## config.mk

```make
export PLATFORM = sky130hd
export DESIGN_NAME = midi_note_message_parser
export DESIGN_NICKNAME = d
export VERILOG_FILES = /design/src/mnmp_pkg.sv /design/src/mnmp_front.sv /design/src/mnmp_fifo.sv /design/src/mnmp_back.sv /design/src/midi_note_message_parser.sv
export VERILOG_INCLUDE_DIRS = /design/src /design/src/src
export SDC_FILE = /design/constraint.sdc
export NUM_CORES = 1
export LEC_CHECK = 0
export BUFFER_PORTS_ARGS = -buffer_cell sky130_fd_sc_hd__buf_2
export CORE_MARGIN = 2
export CORE_UTILIZATION = 54
export DETAILED_ROUTE_END_ITERATION = 8
export PLACE_DENSITY = 0.88
export SYNTH_ARGS = -nofsm -noshare
export SYNTH_HDL_FRONTEND = slang
export SYNTH_SLANG_ARGS = --single-unit
```

## constraint.sdc

```tcl
create_clock -name clk -period 3.1 [get_ports clk]
set_input_delay 0.155 -clock clk [delete_from_list [all_inputs] [get_ports clk]]
set_output_delay 0.155 -clock clk [all_outputs]
set_load 0.05 [all_outputs]
```

## src/midi_note_message_parser_defines.svh

```systemverilog
// assertion macros used by the parser back end
`ifndef MIDI_NOTE_MESSAGE_PARSER_DEFINES_SVH
`define MIDI_NOTE_MESSAGE_PARSER_DEFINES_SVH

// same-cycle implication, checked out of reset
`define MNMP_ASSERT_NOW(lbl, ante, cons) \
  lbl: assert property (@(posedge clk) disable iff (!rst_n) (ante) |-> (cons)) \
    else $error("mnmp check failed");

// next-cycle implication, checked out of reset
`define MNMP_ASSERT_NEXT(lbl, ante, cons) \
  lbl: assert property (@(posedge clk) disable iff (!rst_n) (ante) |=> (cons)) \
    else $error("mnmp check failed");

`endif

```

## src/mnmp_pkg.sv

```systemverilog
`timescale 1ns / 1ps
package mnmp_pkg;

  localparam int unsigned FIFO_DEPTH = 4;
  localparam int unsigned FIFO_AW    = $clog2(FIFO_DEPTH);

  localparam int unsigned CFG_ADDR_W = 3;
  localparam logic [CFG_ADDR_W-1:0] ADDR_OWN_CHANNEL = 3'd0;

  typedef enum logic [2:0] {
    EV_NOTE_ON  = 3'd0,
    EV_NOTE_OFF = 3'd1,
    EV_CLOCK    = 3'd2,
    EV_START    = 3'd3,
    EV_STOP     = 3'd4,
    EV_CONTINUE = 3'd5
  } event_kind_t;

  localparam logic [7:0] BYTE_CLOCK    = 8'hF8;
  localparam logic [7:0] BYTE_START    = 8'hFA;
  localparam logic [7:0] BYTE_CONTINUE = 8'hFB;
  localparam logic [7:0] BYTE_STOP     = 8'hFC;

  localparam logic [3:0] TYPE_NOTE_ON  = 4'h9;
  localparam logic [3:0] TYPE_NOTE_OFF = 4'h8;
  localparam logic [3:0] CHANNEL_ALL   = 4'h0;

  typedef enum logic [1:0] {
    CLS_SYNC   = 2'd0,
    CLS_STATUS = 2'd1,
    CLS_DATA   = 2'd2
  } cls_t;

  typedef struct packed {
    cls_t        cls;
    event_kind_t ev;
    logic        match;
    logic [7:0]  rx_byte;
  } entry_t;

endpackage

```

## src/mnmp_front.sv

```systemverilog
`timescale 1ns / 1ps
module mnmp_front (
  input  logic             push,
  input  logic [7:0]       in_rx_byte,
  input  logic [3:0]       own_channel,
  input  logic             q_full,
  output logic             q_wr,
  output mnmp_pkg::entry_t q_din
);

  always_comb begin
    q_din.rx_byte = in_rx_byte;
    q_din.match   = (in_rx_byte[3:0] == own_channel) || (own_channel == mnmp_pkg::CHANNEL_ALL);
    q_din.ev      = mnmp_pkg::EV_CLOCK;
    case (in_rx_byte)
      mnmp_pkg::BYTE_CLOCK: begin
        q_din.cls = mnmp_pkg::CLS_SYNC;
        q_din.ev  = mnmp_pkg::EV_CLOCK;
      end
      mnmp_pkg::BYTE_START: begin
        q_din.cls = mnmp_pkg::CLS_SYNC;
        q_din.ev  = mnmp_pkg::EV_START;
      end
      mnmp_pkg::BYTE_CONTINUE: begin
        q_din.cls = mnmp_pkg::CLS_SYNC;
        q_din.ev  = mnmp_pkg::EV_CONTINUE;
      end
      mnmp_pkg::BYTE_STOP: begin
        q_din.cls = mnmp_pkg::CLS_SYNC;
        q_din.ev  = mnmp_pkg::EV_STOP;
      end
      default: begin
        q_din.cls = in_rx_byte[7] ? mnmp_pkg::CLS_STATUS : mnmp_pkg::CLS_DATA;
      end
    endcase
  end

  assign q_wr = push && !q_full;

endmodule

```

## src/mnmp_fifo.sv

```systemverilog
`timescale 1ns / 1ps
module mnmp_fifo (
  input  logic             clk,
  input  logic             rst_n,
  input  logic             wr_en,
  input  mnmp_pkg::entry_t din,
  input  logic             rd_en,
  output mnmp_pkg::entry_t dout,
  output logic             full,
  output logic             empty
);

  localparam int unsigned AW = mnmp_pkg::FIFO_AW;

  mnmp_pkg::entry_t mem_r [mnmp_pkg::FIFO_DEPTH];
  logic [AW-1:0] wr_ptr_r, wr_ptr_nxt;
  logic [AW-1:0] rd_ptr_r, rd_ptr_nxt;
  logic [AW:0]   count_r, count_nxt;
  logic          do_wr, do_rd;

  assign full  = (count_r == (AW+1)'(mnmp_pkg::FIFO_DEPTH));
  assign empty = (count_r == '0);
  assign do_wr = wr_en && !full;
  assign do_rd = rd_en && !empty;
  assign dout  = mem_r[rd_ptr_r];

  always_comb begin
    wr_ptr_nxt = do_wr ? wr_ptr_r + AW'(1) : wr_ptr_r;
    rd_ptr_nxt = do_rd ? rd_ptr_r + AW'(1) : rd_ptr_r;
    count_nxt  = count_r;
    if (do_wr && !do_rd) begin
      count_nxt = count_r + (AW+1)'(1);
    end else if (do_rd && !do_wr) begin
      count_nxt = count_r - (AW+1)'(1);
    end
  end

  always_ff @(posedge clk) begin
    if (!rst_n) begin
      wr_ptr_r <= '0;
      rd_ptr_r <= '0;
      count_r  <= '0;
    end else begin
      wr_ptr_r <= wr_ptr_nxt;
      rd_ptr_r <= rd_ptr_nxt;
      count_r  <= count_nxt;
    end
  end

  always_ff @(posedge clk) begin
    if (do_wr) begin
      mem_r[wr_ptr_r] <= din;
    end
  end

endmodule

```

## src/mnmp_back.sv

```systemverilog
`timescale 1ns / 1ps
`include "midi_note_message_parser_defines.svh"
module mnmp_back (
  input  logic             clk,
  input  logic             rst_n,
  input  logic             q_empty,
  input  mnmp_pkg::entry_t q_dout,
  output logic             q_rd,
  input  logic             pop,
  output logic             empty,
  output logic [2:0]       out_event_kind,
  output logic [3:0]       out_channel,
  output logic [6:0]       out_key,
  output logic [6:0]       out_velocity
);

  logic [7:0] status_r, status_nxt;
  logic       addressed_r, addressed_nxt;
  logic       parity_r, parity_nxt;
  logic [6:0] key_r, key_nxt;

  logic                  out_valid_r, out_valid_nxt;
  mnmp_pkg::event_kind_t out_kind_r, res_kind;
  logic [3:0]            out_chan_r, res_chan;
  logic [6:0]            out_key_r, res_key;
  logic [6:0]            out_vel_r, res_vel;
  logic                  res_valid;
  logic                  take;

  // consume one entry whenever the output slot is free or being drained
  assign take = !q_empty && (!out_valid_r || pop);
  assign q_rd = take;

  always_comb begin
    status_nxt    = status_r;
    addressed_nxt = addressed_r;
    parity_nxt    = parity_r;
    key_nxt       = key_r;
    res_valid     = 1'b0;
    res_kind      = q_dout.ev;
    res_chan      = '0;
    res_key       = '0;
    res_vel       = '0;
    case (q_dout.cls)
      mnmp_pkg::CLS_SYNC: begin
        res_valid = 1'b1;
      end
      mnmp_pkg::CLS_STATUS: begin
        status_nxt    = q_dout.rx_byte;
        addressed_nxt = q_dout.match;
        parity_nxt    = 1'b0;
        key_nxt       = '0;
      end
      mnmp_pkg::CLS_DATA: begin
        if (addressed_r) begin
          if (!parity_r) begin
            key_nxt    = q_dout.rx_byte[6:0];
            parity_nxt = 1'b1;
          end else begin
            parity_nxt = 1'b0;
            res_chan   = status_r[3:0];
            res_key    = key_r;
            res_vel    = q_dout.rx_byte[6:0];
            if (status_r[7:4] == mnmp_pkg::TYPE_NOTE_ON) begin
              res_valid = 1'b1;
              res_kind  = mnmp_pkg::EV_NOTE_ON;
            end else if (status_r[7:4] == mnmp_pkg::TYPE_NOTE_OFF) begin
              res_valid = 1'b1;
              res_kind  = mnmp_pkg::EV_NOTE_OFF;
            end
          end
        end
      end
      default: begin
      end
    endcase
  end

  always_comb begin
    out_valid_nxt = out_valid_r;
    if (take) begin
      out_valid_nxt = res_valid;
    end else if (pop) begin
      out_valid_nxt = 1'b0;
    end
  end

  always_ff @(posedge clk) begin
    if (!rst_n) begin
      status_r    <= '0;
      addressed_r <= 1'b0;
      parity_r    <= 1'b0;
      key_r       <= '0;
      out_valid_r <= 1'b0;
    end else begin
      out_valid_r <= out_valid_nxt;
      if (take) begin
        status_r    <= status_nxt;
        addressed_r <= addressed_nxt;
        parity_r    <= parity_nxt;
        key_r       <= key_nxt;
      end
    end
  end

  always_ff @(posedge clk) begin
    if (take && res_valid) begin
      out_kind_r <= res_kind;
      out_chan_r <= res_chan;
      out_key_r  <= res_key;
      out_vel_r  <= res_vel;
    end
  end

  assign empty          = !out_valid_r;
  assign out_event_kind = 3'(out_kind_r);
  assign out_channel    = out_chan_r;
  assign out_key        = out_key_r;
  assign out_velocity   = out_vel_r;

  `MNMP_ASSERT_NOW(a_no_overwrite, out_valid_r && !pop, !take)
  `MNMP_ASSERT_NEXT(a_sync_emits, take && q_dout.cls == mnmp_pkg::CLS_SYNC,
    out_valid_r && out_kind_r != mnmp_pkg::EV_NOTE_ON && out_kind_r != mnmp_pkg::EV_NOTE_OFF)
  `MNMP_ASSERT_NEXT(a_status_clears, take && q_dout.cls == mnmp_pkg::CLS_STATUS,
    !parity_r && key_r == '0)
  `MNMP_ASSERT_NEXT(a_unaddr_hold, take && q_dout.cls == mnmp_pkg::CLS_DATA && !addressed_r,
    $stable(parity_r) && $stable(key_r) && !out_valid_r)

endmodule

```

## src/midi_note_message_parser.sv

```systemverilog
`timescale 1ns / 1ps
// each item enters the queue, then the back end puts its result (if any) in the output register
// throughput: one item per cycle in and out unless full or not popped; a 4-deep item queue decouples push from pop
// the back end takes a queued item whenever its single output register is free or popped
// reset (rst_n low, synchronous): queue, parser state and output flag cleared, own_channel 0
module midi_note_message_parser (
  input  logic        clk,
  input  logic        rst_n,
  // input channel
  input  logic        push,
  output logic        full,
  input  logic [7:0]  in_rx_byte,
  // result channel
  output logic        empty,
  input  logic        pop,
  output logic [2:0]  out_event_kind,
  output logic [3:0]  out_channel,
  output logic [6:0]  out_key,
  output logic [6:0]  out_velocity,
  // configuration port
  input  logic        psel,
  input  logic        penable,
  input  logic        pwrite,
  input  logic [mnmp_pkg::CFG_ADDR_W-1:0] paddr,
  input  logic [31:0] pwdata,
  output logic [31:0] prdata,
  output logic        pready
);

  // configured channel; the user must write it only while the parser is idle, the block does not enforce this
  logic [3:0] own_channel_r;
  logic       cfg_wr;

  // front to queue
  logic             q_wr;
  mnmp_pkg::entry_t q_din;
  // queue to back
  logic             q_rd;
  logic             q_empty;
  mnmp_pkg::entry_t q_dout;

  assign pready = 1'b1;
  assign cfg_wr = psel && penable && pwrite && pready;

  always_ff @(posedge clk) begin
    if (!rst_n) begin
      own_channel_r <= '0;
    end else if (cfg_wr && paddr == mnmp_pkg::ADDR_OWN_CHANNEL) begin
      own_channel_r <= pwdata[3:0];
    end
  end

  // read back the one register, zero elsewhere
  assign prdata = (paddr == mnmp_pkg::ADDR_OWN_CHANNEL) ? {28'd0, own_channel_r} : 32'd0;

  // classify each byte: sync event, status or data, plus channel match
  mnmp_front u_front (
    .push        (push),
    .in_rx_byte  (in_rx_byte),
    .own_channel (own_channel_r),
    .q_full      (full),
    .q_wr        (q_wr),
    .q_din       (q_din)
  );

  // short item queue between the two halves
  mnmp_fifo u_fifo (
    .clk   (clk),
    .rst_n (rst_n),
    .wr_en (q_wr),
    .din   (q_din),
    .rd_en (q_rd),
    .dout  (q_dout),
    .full  (full),
    .empty (q_empty)
  );

  // running-status parser and output register
  mnmp_back u_back (
    .clk            (clk),
    .rst_n          (rst_n),
    .q_empty        (q_empty),
    .q_dout         (q_dout),
    .q_rd           (q_rd),
    .pop            (pop),
    .empty          (empty),
    .out_event_kind (out_event_kind),
    .out_channel    (out_channel),
    .out_key        (out_key),
    .out_velocity   (out_velocity)
  );

endmodule

```

==> impl_metrics.env, run 1 <==
export IMPL_crit_type="reg2reg"
export IMPL_rr_endpoint="u_back.out_channel[1]"
export IMPL_place_detailed_hpwl_um=5240
export IMPL_async_flop_share=0
export IMPL_antenna_cells=0
export IMPL_routed_wl_um=7550
export IMPL_period_share=0.829
export IMPL_first_pass_iters=5
export IMPL_cp_depth=6
export IMPL_grt_usage=0.166
export IMPL_fmax_ghz=0.389
export IMPL_postRouteAntennaNets=0
export IMPL_tightest_slew_ns=0.750
export IMPL_core_area_um2=8300
export IMPL_drt_initial_drc_count=91
export IMPL_clock_latency_ns=0.36
export IMPL_ctsHoldBuffers=0
export IMPL_synth_area_top_cells="edfxtp_1, dfxtp_1, mux4_1, buf_4, and2_1"
export IMPL_final_common_cell="edfxtp_1"
export IMPL_drt_drc_violations_left=0
export IMPL_synth_seq_cells=108
export IMPL_mostFrequentLayoutCells="edfxtp_1, buf_2, dfxtp_1"
export IMPL_min_period_ns=2.57
export IMPL_finish_utilization=0.609
export IMPL_yosysWarnings=0
export IMPL_multi_input_area_um2=1440
export IMPL_placed_cells=472
export IMPL_crit_required_ns=3.16
export IMPL_fillerInstances=634
export IMPL_cts_tree="built"
export IMPL_slew_viol_final=0
export IMPL_hp_class="in2reg"
export IMPL_path_buf_inv=1
export IMPL_fin_nets=437
export IMPL_reg2reg_depth=6
export IMPL_grt_pass1_wl_um=12300
export IMPL_numCtsBuffers=9
export IMPL_clk_pin_slew_ns=0.10
export IMPL_end_kind="flip-flop"
export IMPL_r2r_slack_ns=0.53
export IMPL_cpMostUsedCell="and3_1"
export IMPL_crit_family="multiplexers"
export IMPL_cp_max_fo=21
export IMPL_finalSetupViolations=0
export IMPL_ios=106
export IMPL_final_hold_viol_count=0
export IMPL_synth_cells=329
export IMPL_via_count=2618
export IMPL_setup_tns_ns=0
export IMPL_post_synth_num_cell_types=44
export IMPL_grt_start_max_net_pins=25
export IMPL_synth_top_area_frac=0.497
export IMPL_max_slew_margin_rel=0.500
export IMPL_cts_max_level=3
export IMPL_synthToLayoutAreaGrowth_pct=8.66
export IMPL_syn_area_per_cell_um2=14.1
export IMPL_synth_edf_count=77
export IMPL_arrival_ns=2.63
export IMPL_cts_root_buffer="clkbuf_8"
export IMPL_post_cts_buffers=0
export IMPL_portBuffers=48
export IMPL_die_h_um=96.8
export IMPL_peakVddDrop_mv=0.350
export IMPL_synthesis_area_um2=4650
export IMPL_p_leak_nw=1.98
export IMPL_design_die_area_um2=9370
export IMPL_drive_gt1_frac=0.211
export IMPL_start_util=0.560
export IMPL_finish_instance_area_um2=5050
export IMPL_overflow=0
export IMPL_die_w_um=96.8
export IMPL_cap_violations=0
export IMPL_startpoint_type="flip-flop"
export IMPL_place_area_um2=4860
export IMPL_rows=33
export IMPL_cts_buffer_depth=2
export IMPL_cts_resized=0
export IMPL_power_density_nw_per_um2=770
export IMPL_wl_per_cell_um=15.5
export IMPL_status="finished, final reports clean"
export IMPL_path_cells="buf_4 -> mux4_1 -> ha_1 -> and3_1 -> and3_1 -> o21ba_2"
export IMPL_synth_area_leader_cell="edfxtp_1"
export IMPL_skew_ns=0.0119
export IMPL_max_stage_delay_ns=0.62
export IMPL_cp_slowest_cell="mux4_1"
export IMPL_viasPerCell=5.36
export IMPL_instances_no_fill=488
export IMPL_ys_flop_type="edfxtp_1"
export IMPL_timing_hold_ws_ns=0.0285
export IMPL_grt_pass1_vias=2550
export IMPL_yosysSeqAreaShare=0.631
export IMPL_cts_sinks=108
export IMPL_critPathCapture="u_back.out_channel[1]"
export IMPL_rsz0062_at_grt="no"
export IMPL_antenna_found_initial=0
export IMPL_seq_area_um2=2930
export IMPL_place_congestion=0.803
## logic make-up after synthesis
logic type | after synthesis | share of synthesized area
buffers and inverters | 63 | 0.0823
xor gates and xnor gates | 6 | 0.0113
adders and majority gates | 9 | 0.0258
other | 2 | 0.00161
muxes | 17 | 0.0831
and+or+nand+nor | 82 | 0.102
AOI/OAI and AO/OA | 42 | 0.0632
DFF | 108 | 0.631
## where the power goes
group          total (W)  switching (W)  internal [W]
registers        0.00185      0.0000805       0.00177
clock network   0.000835       0.000459      0.000376
logic            0.00121       0.000805      0.000402
## layer usage
layer | vias up | GRT usage | wire, µm
li1 | 1254 | - | -
met1 | 1261 | 0.198 | 3130
met2 | 88 | 0.294 | 3960
met3 | 15 | 0.0318 | 313
met4 | 0 | 0.0737 | 143
met5 | - | 0 | 0
## sequential cells by signal, summed over array words and instances, names as in the netlist, named ones only
signal and cells:
u_back.out_valid_r 1, u_fifo.count_r 3, u_back.out_velocity 7, u_back.out_channel 4, u_fifo.rd_ptr_r 2, own_channel_r 4
u_fifo.mem_r 56, u_fifo.wr_ptr_r 2, u_back.parity_r 1, u_back.addressed_r 1, u_back.status_r 8, u_back.out_key 7
u_back.out_event_kind 3, u_back.key_r 7
## worst min-delay path by stage
| stage | start | to | slack [ns] | cells past startpoint |
|---|---|---|---|---|
| floorplan | in_rx_byte[0] | u_fifo.mem_r[0][0] | 0.25 | 0 |
| global placement | in_rx_byte[5] | u_fifo.mem_r[1][5] | 0.39 | 1 |
| detailed placement | in_rx_byte[5] | u_fifo.mem_r[1][5] | 0.40 | 1 |
| CTS | in_rx_byte[5] | u_fifo.mem_r[1][5] | 0.02 | 1 |
| global route | pwdata[1] | own_channel_r[1] | 0.03 | 3 |
| finish | in_rx_byte[4] | u_fifo.mem_r[2][4] | 0.03 | 1 |
## synthesized netlist by cell type (3+ instances only)
| cell | count |
|---|---|
| o22ai_1 | 9 |
| and2_1 | 20 |
| xnor2_1 | 4 |
| a21oi_1 | 10 |
| o21ai_0 | 9 |
| nand2_1 | 14 |
| mux2i_1 | 3 |
| ha_1 | 8 |
| and3_1 | 9 |
| clkbuf_1 | 5 |
| nor2_1 | 6 |
| inv_1 | 20 |
| dfxtp_1 | 31 |
| mux4_1 | 11 |
| nand3_1 | 9 |
| or3_1 | 4 |
| buf_2 | 4 |
| a32o_1 | 7 |
| mux4_2 | 3 |
| nor2b_1 | 4 |
| edfxtp_1 | 77 |
| and2_2 | 3 |
| nand2b_1 | 4 |
| buf_4 | 29 |
## metrics by stage
stage	total power, W	setup WS (ns)
after floorplan	0.00289	0.309
after detailed placement	0.00309	0.541
after CTS	0.00391	0.515
after global routing	0.00408	0.408
after global placement	0.00303	0.616
final	0.00389	0.532
## area by class of cell
| type | instances | area share |
|---|---|---|
| Tap cell | 105 | 0.0260 |
| Sequential cell | 108 | 0.580 |
| Clock buffer | 9 | 0.0245 |
| Clock inverter | 7 | 0.0144 |
| Multi-Input combinational cell | 185 | 0.284 |
| Timing Repair Buffer | 53 | 0.0550 |
| Inverter | 21 | 0.0156 |
Power figures use the tool's default switching activity.
==> run 2, diff against run 1 <==
==> constraint.sdc (replaced) <==
create_clock -name clk -period 2.5 [get_ports clk]
set_input_delay 0.125 -clock clk [delete_from_list [all_inputs] [get_ports clk]]
set_output_delay 0.125 -clock clk [all_outputs]
set_load 0.05 [all_outputs]
==> run 2 against run 1 <==
Compared with the run above:
- clock power up 39%
- sequential power grew 25%
- combinational power is 27% higher
- critical path depth grew 2
- fmax up 11%
- critical endpoint is now u_fifo.count_r[2]
- highest routed layer unchanged
==> impl_metrics.env, run 2 (synthesized netlist as in run 1, its figures left out) <==
export IMPL_core_area_um2=8300
export IMPL_grt_usage=0.171
export IMPL_fmax_ghz=0.432
export IMPL_multi_input_area_um2=1450
export IMPL_largest_register_ffs=56
export IMPL_cts_sinks=108
export IMPL_rows=33
export IMPL_design_die_area_um2=9370
export IMPL_end_kind="flip-flop"
export IMPL_worst_slack_ns=0.186
export IMPL_hp_class="in2reg"
export IMPL_grt_pass1_wl_um=12500
export IMPL_fillerInstances=635
export IMPL_reg_top3="u_fifo.mem_r x56, u_back.status_r x8"
export IMPL_drive_gt1_frac=0.217
export IMPL_tightest_slew_ns=0.792
export IMPL_antenna_cells=0
export IMPL_clk_pin_slew_ns=0.10
export IMPL_critical_path_startpoint="u_fifo.count_r[0]"
export IMPL_portBuffers=48
export IMPL_post_cts_buffers=0
export IMPL_ios=106
export IMPL_netSwitchingFraction=0.343
export IMPL_mostFrequentLayoutCells="edfxtp_1, buf_2, dfxtp_1"
export IMPL_skew_ns=0.00982
export IMPL_finalSetupViolations=0
export IMPL_power_density_nw_per_um2=976
export IMPL_arrival_ns=2.62
export IMPL_cp_max_fo=5
export IMPL_path_cells="or3_1 -> nand2_1 -> ha_1 -> inv_1 -> fa_1 -> xor2_1 -> or3_1 -> a21oi_1"
export IMPL_viasPerCell=5.37
export IMPL_grt_start_max_net_pins=25
export IMPL_min_from="in_rx_byte[7]"
export IMPL_first_pass_iters=4
export IMPL_die_h_um=96.8
export IMPL_postRouteAntennaNets=0
export IMPL_start_util=0.560
export IMPL_dp_slack_ns=0.189
export IMPL_peakVddDrop_mv=0.485
export IMPL_cts_tree="built"
export IMPL_setup_tns_ns=0
export IMPL_overflow=0
export IMPL_cap_violations=0
export IMPL_antenna_found_initial=0
export IMPL_place_detailed_hpwl_um=5470
export IMPL_slew_viol_final=0
export IMPL_place_congestion=0.824
export IMPL_status="finished, final reports clean"
export IMPL_wl_per_cell_um=15.9
export IMPL_period_share=0.926
export IMPL_timing_rr_start="u_fifo.count_r[0]"
export IMPL_r2r_slack_ns=0.19
export IMPL_p_sw_w=0.00172
export IMPL_final_hold_viol_count=0
export IMPL_die_w_um=96.8
export IMPL_cts_root_buffer="clkbuf_8"
export IMPL_clkPwrFrac=0.232
export IMPL_p_comb_frac=0.308
export IMPL_p_leak_nw=2.01
export IMPL_max_slew_margin_rel=0.472
export IMPL_fin_nets=441
export IMPL_power_frac_seq=0.460
export IMPL_numCtsBuffers=9
export IMPL_min_period_ns=2.31
export IMPL_routed_wl_um=7810
export IMPL_cp_slowest_cell="or3_1"
export IMPL_drt_initial_drc_count=61
export IMPL_power_w=0.00501
export IMPL_cpMostUsedCell="or3_1"
export IMPL_p_int_w=0.00329
export IMPL_clock_latency_ns=0.37
export IMPL_via_count=2641
export IMPL_crit_required_ns=2.80
export IMPL_rsz0062_at_grt="no"
export IMPL_finish_utilization=0.619
export IMPL_max_flop_register="u_fifo.mem_r"
export IMPL_crit_type="reg2reg"
export IMPL_drt_drc_violations_left=0
export IMPL_cts_buffer_depth=2
export IMPL_synthToLayoutAreaGrowth_pct=10.4
export IMPL_cts_resized=0
export IMPL_max_stage_delay_ns=0.46
export IMPL_cts_max_level=3
export IMPL_grt_pass1_vias=2552
export IMPL_timing_hold_ws_ns=0.00511
export IMPL_final_common_cell="edfxtp_1"
export IMPL_startpoint_type="flip-flop"
export IMPL_seq_area_um2=2930
## run 2: cell types whose count changed in the layout (fill, tap and decap cells not counted), sizes merged
| cell | previous run | this run |
|---|---|---|
| clkinv | 3 | 2 |
| dlygate4sd3 | 0 | 4 |
| bufinv | 1 | 2 |
## run 2: final timing paths
path                        end  cells past startpoint
min          u_fifo.mem_r[1][7]                      1
max reg2reg   u_fifo.count_r[2]                      8
min reg2reg  u_back.status_r[0]                      2
max           u_fifo.count_r[2]                      8
## run 2: final cells by class
| cell class | count | area share |
|---|---|---|
| clock inverter | 7 | 0.0190 |
| inverter | 21 | 0.0154 |
| clock buffer | 9 | 0.0241 |
| tap | 105 | 0.0256 |
| multi-input combinational | 185 | 0.283 |
| timing repair buffer | 57 | 0.0619 |
| sequential | 108 | 0.571 |
## run 2: critical path, delay by kind of cell, from the launching register on
kind | cells | cell delay [ns]
flops | 1 | 0.38
xor+xnor | 1 | 0.15
buf+inv | 1 | 0.06
compound gates | 1 | 0.14
fa+ha+maj | 2 | 0.57
simple gates | 3 | 0.94
## run 2: layer usage
metal / vias to the layer above / track usage / share of wire
met5: - / 0 / 0
met4: 0 / 0.0650 / 0.018
met3: 15 / 0.0405 / 0.052
met2: 81 / 0.316 / 0.52
met1: 1288 / 0.189 / 0.41
li1: 1257 / - / -
## run 2: what timing repair did
item | CTS | global route
endpoints found under the setup margin | 0 | 0
endpoints found under the hold margin | 13 | 0
hold buffers | 4 | 0
## run 2: power by group through the flow
stage               clock (W)  combinational (W)  sequential (W)
floorplan                   0            0.00107         0.00255
global placement            0            0.00147         0.00233
detailed placement          0            0.00154         0.00235
CTS                   0.00118            0.00155         0.00231
global route          0.00124            0.00165         0.00234
finish                0.00116            0.00154         0.00231
## run 2: through the flow
step / std cells / instance area, µm²
after floorplan: 356 / 4770
after global placement: 472 / 4870
after detailed placement: 472 / 4870
after CTS: 492 / 5130
after global routing: 492 / 5130
final: 492 / 5130
